### src/rtl/mwm_pkg.sv
// shared types, widths and constants of the mecanum wheel mixer
package mwm_pkg;

  localparam int CMD_W      = 12;
  localparam int DUTY_W     = 11;
  localparam int TIME_W     = 32;
  localparam int SCALE_W    = 10;
  localparam int TMO_W      = 16;
  localparam int APB_AW     = 3;
  localparam int APB_DW     = 32;
  localparam int NUM_WHEELS = 4;

  // signed wheel sum and its magnitude, up to three full-scale commands
  localparam int SUM_W  = 13;
  localparam int MAG_W  = 12;
  // magnitude times the command limit
  localparam int DVD_W  = 22;
  // normalized wheel magnitude, at most the command limit
  localparam int Q_W    = 10;
  // wheel magnitude times duty scale, in millionths
  localparam int PROD_W = 20;

  localparam int DIV_BPS    = 2;
  localparam int DIV_STAGES = Q_W / DIV_BPS;

  // divide by the command limit as a multiply by a rounded-up reciprocal
  localparam int RECIP_SHIFT = 30;
  localparam int RECIP_W     = 21;
  localparam int RP_W        = PROD_W + RECIP_W;
  localparam logic [RECIP_W-1:0] RECIP_K = 21'd1073742;

  localparam int CMD_LIMIT        = 1000;
  localparam int ENABLE_THRESHOLD = 100;
  localparam int TIMEOUT_RESET    = 100;

  typedef logic signed [CMD_W-1:0]  cmd_t;
  typedef logic signed [DUTY_W-1:0] duty_t;
  typedef logic signed [SUM_W-1:0]  sum_t;
  typedef logic [TIME_W-1:0]        time_t;
  typedef logic [MAG_W-1:0]         mag_t;
  typedef logic [DVD_W-1:0]         dvd_t;
  typedef logic [Q_W-1:0]           quo_t;
  typedef logic [PROD_W-1:0]        prod_t;

  typedef enum logic {
    REG_DUTY_SCALE  = 1'b0,
    REG_CMD_TIMEOUT = 1'b1
  } reg_idx_t;

  // per-item data that rides alongside the divider
  typedef struct packed {
    logic [NUM_WHEELS-1:0]          neg;
    logic [NUM_WHEELS-1:0][Q_W-1:0] small_mag;
    logic                           scale_on;
    time_t                          expiry;
  } side_t;

  function automatic duty_t sat_cmd(cmd_t x);
    duty_t y;
    if (x > cmd_t'(CMD_LIMIT)) begin
      y = duty_t'(CMD_LIMIT);
    end else if (x < -cmd_t'(CMD_LIMIT)) begin
      y = -duty_t'(CMD_LIMIT);
    end else begin
      y = duty_t'(x);
    end
    return y;
  endfunction

endpackage

### src/rtl/mwm_div.sv
// pipelined restoring divider, two quotient bits per stage
module mwm_div (
  input  logic                            clk,
  input  logic [mwm_pkg::DIV_STAGES-1:0]  en,
  input  mwm_pkg::dvd_t                   dividend,
  input  mwm_pkg::mag_t                   divisor,
  output mwm_pkg::quo_t                   quotient
);
  import mwm_pkg::*;

  dvd_t rem_r   [DIV_STAGES];
  quo_t quo_r   [DIV_STAGES];
  mag_t den_r   [DIV_STAGES];
  dvd_t rem_nxt [DIV_STAGES];
  quo_t quo_nxt [DIV_STAGES];
  dvd_t rem_in  [DIV_STAGES];
  quo_t quo_in  [DIV_STAGES];
  mag_t den_in  [DIV_STAGES];

  for (genvar k = 0; k < DIV_STAGES; k++) begin : g_stage
    if (k == 0) begin : g_first
      assign rem_in[k] = dividend;
      assign quo_in[k] = '0;
      assign den_in[k] = divisor;
    end else begin : g_next
      assign rem_in[k] = rem_r[k-1];
      assign quo_in[k] = quo_r[k-1];
      assign den_in[k] = den_r[k-1];
    end

    // quotient is known to fit, so each bit is one shifted compare and subtract
    always_comb begin
      dvd_t r;
      quo_t q;
      dvd_t d;
      r = rem_in[k];
      q = quo_in[k];
      for (int s = 0; s < DIV_BPS; s++) begin
        d = dvd_t'(den_in[k]) << (Q_W - 1 - k * DIV_BPS - s);
        if (r >= d) begin
          r = r - d;
          q = q | (quo_t'(1) << (Q_W - 1 - k * DIV_BPS - s));
        end
      end
      rem_nxt[k] = r;
      quo_nxt[k] = q;
    end

    always_ff @(posedge clk) begin
      if (en[k]) begin
        rem_r[k] <= rem_nxt[k];
        quo_r[k] <= quo_nxt[k];
        den_r[k] <= den_in[k];
      end
    end
  end

  assign quotient = quo_r[DIV_STAGES-1];

endmodule

### config.mk
export PLATFORM = sky130hd
export DESIGN_NAME = mwm_div
export DESIGN_NICKNAME = d
export VERILOG_FILES = /design/src/rtl/mwm_pkg.sv /design/src/rtl/mwm_div.sv
export SDC_FILE = /design/constraint.sdc
export NUM_CORES = 1
export LEC_CHECK = 0
export ABC_AREA = 0
export ABC_CLOCK_PERIOD_IN_PS = 7480
export BUFFER_PORTS_ARGS = -buffer_cell sky130_fd_sc_hd__buf_4
export CORE_AREA = 2 2 180 182
export DETAILED_ROUTE_END_ITERATION = 6
export DIE_AREA = 0 0 182 184
export GPL_TIMING_DRIVEN = 0
export PLACE_DENSITY_LB_ADDON = 0.08
export SLEW_MARGIN = 20
export SYNTH_ARGS = -nofsm -noshare
export SYNTH_HDL_FRONTEND = slang
export SYNTH_SLANG_ARGS = --single-unit
### constraint.sdc
create_clock -name clk -period 7.48 [get_ports clk]
set_input_delay 1.122 -clock clk [delete_from_list [all_inputs] [get_ports clk]]
set_output_delay 1.122 -clock clk [all_outputs]
set_load 0.01 [all_outputs]
==> metrics <==
outcome completed; WHS Endpoint quo_r[0][34]$_DFFE_PP_; gpl congestion 0.8910; Worst R2R Setup Slack 0.85 ns; Power Density 434.7 nW/um2; main flop type after synthesis edfxtp_1; Avg Inst Size Synth 9.966 um2; normalized max-slew margin 24.06%; cts hold-fix bufs 0; unrepaired setup endpoints after global routing no; Setup crit start kind flop; first drt pass iteration count 7; crit path DAT 6.81 ns; P_int 3.508 mW; Tot GR Track Use 18.42%; switch share 42.18%; worst r2r path cells 23; r2r endpoint rem_r[0][68]$_DFFE_PP_; initial DRC count 495; fin crit period 6.631 ns; final period utilization 88.65%; Seq pwr share 26.1%; Post-DRT Antenna Nets 0; Post-Syn Area 12470 um2; Initial Util 39.71%; worst-path cell chain inv_1 -> ha_1 -> and3_1 -> clkbuf_1 -> nand2_1 -> nor4_1 -> nor4_1 -> nand2_1 -> buf_2 -> clkbuf_1 -> nor2_1 -> a21oi_1 -> fa_1 -> a21o_1 -> a21oi_1 -> o21bai_1 -> a21oi_1 -> o21ai_0 -> nand3b_1 -> nor4_2 -> buf_2 -> buf_2 -> o21ai_0; CTS buffer count 17; hold depth 0; CP Capture Type flop; I/O Pins 50; share of post-route cells with drive strength above 1 10.89%; Nets 1488; reg2reg start den_r[0][34]$_DFFE_PP_; Core Box Area 31390 um2; Residual DRC 0; syn_nets 1420; yosys warns 0; Post-Route Utilization 44.45%; Chip Width 182 um; pin count of the biggest net entering global routing 43; fin. max-slew vios 0; Hold Crit Class flop to flop; switching power 2.558 mW; antenna cell count 0; Leakage 5.704 nW; gr ovfl total 0; register area share after synthesis 39.98%; ys async rst share 0%; Final Hold Fails 0; max_cap viols 0; Slew @ Worst Pin 1.129 ns; Crit Path Class flop to flop; total die area 33490 um2; Area Growth Syn to Fin 11.92%; slowest stage delay, CP 0.92 ns; synthesis-stage register bit count 166; post_cts resized 0; combinational power share 59.6%; worst-skew pair later-pin latency 0.44 ns; DIE HEIGHT 184 um; Wirelength per Cell 16.92 um; Mapped Cells 1251; H-tree levels 4; total number of vias 9294; Finish-stage setup viols 0; drt total wl 29340 um; Post-CTS Setup Repair Bufs 0; Root Driver clkbuf_16; largest fanout on the critical path 10; buffer depth of the longest clock path 2; slowest cell on the critical path nor4_1; Post-synth EDFFs 166; Clock power frac 14.3%; vias in the first global route 9511; Yosys cell types 70; Sink Count 166; required time of the critical path 7.66 ns; achievable frequency 0.1508 GHz; number of port buffers 49; initial antenna violation count 0; Hold Worst Slack 0.4193 ns; VDD IR max 0.0001823 V; worst-case clock skew 0.01380 ns; Fin Setup TNS 0 ns; first-pass GRT wire length 48320 um; TritonCTS clock tree built; hold_sp quo_r[0][24]$_DFFE_PP_; CTS clk-pin slew, worst paths 0.07 ns; Vias/cell 5.360; hpwl dp 24310 um; std cell rows 65
==> synthesized netlist by cell type, types with 5 or more instances <==
cell	count	area [um2]
o31ai_1	7	52.55
nor2b_1	16	100.1
nand4_1	19	118.9
a2111oi_0	5	43.79
a31o_2	5	43.79
or2_2	8	50.05
nand3b_1	5	37.54
and3_1	7	43.79
or4_1	9	67.56
or3_1	8	50.05
xnor2_1	72	630.6
o21bai_1	18	135.1
nand2_1	83	311.6
ha_1	120	1501
buf_2	6	30.03
nor3_1	22	110.1
nand2b_1	18	112.6
xor2_1	24	210.2
nor2_1	85	319.1
edfxtp_1	166	4985
o21ai_0	80	400.4
inv_1	108	405.4
nor4_1	15	93.84
nand3_1	17	85.08
clkbuf_1	17	63.81
a211oi_1	8	60.06
a211o_1	5	43.79
o211ai_1	5	37.54
nor3b_1	5	37.54
mux2_2	35	394.1
fa_1	9	180.2
mux2i_1	11	110.1
o21a_1	24	180.2
a21oi_1	100	500.5
a21o_1	53	397.9
==> cell type report <==
cell class	count	area, um2
Sequential cell	166	4985
Clock buffer	17	425.4
Inverter	108	405.4
Buffer	24	105.1
Multi-Input combinational cell	953	6983
Timing Repair Buffer	49	367.9
Tap cell	402	503.0
Fill cell	3069	17440
Clock inverter	15	178.9
==> per-layer routing <==
layer	vias to the layer above	share of wire [%]	global-route usage, %
met2	132	50	33.83
met5	-	0	0
met3	70	2.5	2.932
met4	0	5.4	10.29
li1	4778	-	-
met1	4314	42	20.29
==> worst max-delay path by stage <==
stage / from / to / slack, ns
after floorplan: divisor[1] / rem_r[0][14]$_DFFE_PP_ / 1.76
after global placement: divisor[1] / rem_r[0][18]$_DFFE_PP_ / 0.45
after detailed placement: divisor[1] / rem_r[0][18]$_DFFE_PP_ / 0.46
after CTS: den_r[0][34]$_DFFE_PP_ / rem_r[0][68]$_DFFE_PP_ / 0.87
after global routing: divisor[1] / rem_r[0][8]$_DFFE_PP_ / 0.20
final: den_r[0][34]$_DFFE_PP_ / rem_r[0][68]$_DFFE_PP_ / 0.85
==> cells by family after synthesis <==
| group | after synthesis | share of synthesized area, % |
|---|---|---|
| AO/OA/AOI/OAI | 351 | 18.29 |
| XOR/XNOR | 96 | 6.744 |
| adder cells (fa/ha/maj) | 129 | 13.49 |
| buffers and inverters | 132 | 4.095 |
| flip-flops | 166 | 39.98 |
| multiplexers | 46 | 4.045 |
| AND/OR/NAND/NOR | 331 | 13.36 |
==> registers in the layout (all words and copies together), names as in the netlist <==
name,cells
den_r,48
quo_r,30
rem_r,88
==> critical path: cells and delay by family (launching register included) <==
kind                       cells  cell delay [ns]
adders and majority gates      2             0.76
DFF                            1             0.43
and+or+nand+nor                8             2.47
AOI/OAI and AO/OA              7             1.26
buffers and inverters          6             1.43
==> cell usage in the layout, fill, tap and decap left out, drive strengths merged, types with 19 or more instances in the layout <==
cell / n
edfxtp: 166
ha: 120
inv: 115
a21oi: 100
nor2: 85
nand2: 83
o21ai: 80
xnor2: 72
buf: 56
a21o: 53
mux2: 35
clkbuf: 34
o21a: 24
xor2: 24
nor3: 23
nand4: 19
==> power groups by stage <==
| stage | Combinational (mW) | Sequential, mW | Clock (mW) |
|---|---|---|---|
| floorplan | 2.87 | 1.54 | 0 |
| global placement | 3.57 | 1.60 | 0 |
| detailed placement | 3.60 | 1.60 | 0 |
| CTS | 3.63 | 1.58 | 0.894 |
| global route | 4.09 | 1.61 | 0.932 |
| finish | 3.62 | 1.58 | 0.868 |
==> metrics by stage <==
| stage | area [um2] | worst slack (ns) | total power [mW] | std cells |
|---|---|---|---|---|
| 2_1_floorplan | 12470 | 1.762 | 4.406 | 1251 |
| 4_1_cts | 13950 | 0.8671 | 6.100 | 1734 |
| 3_5_place_dp | 13350 | 0.4586 | 5.197 | 1702 |
| 3_3_place_gp | 13340 | 0.4500 | 5.168 | 1702 |
| 5_1_grt | 13950 | 0.1972 | 6.628 | 1734 |
| 6_report | 13950 | 0.8493 | 6.066 | 1734 |
Note: power is estimated with default switching activity, not from simulation.
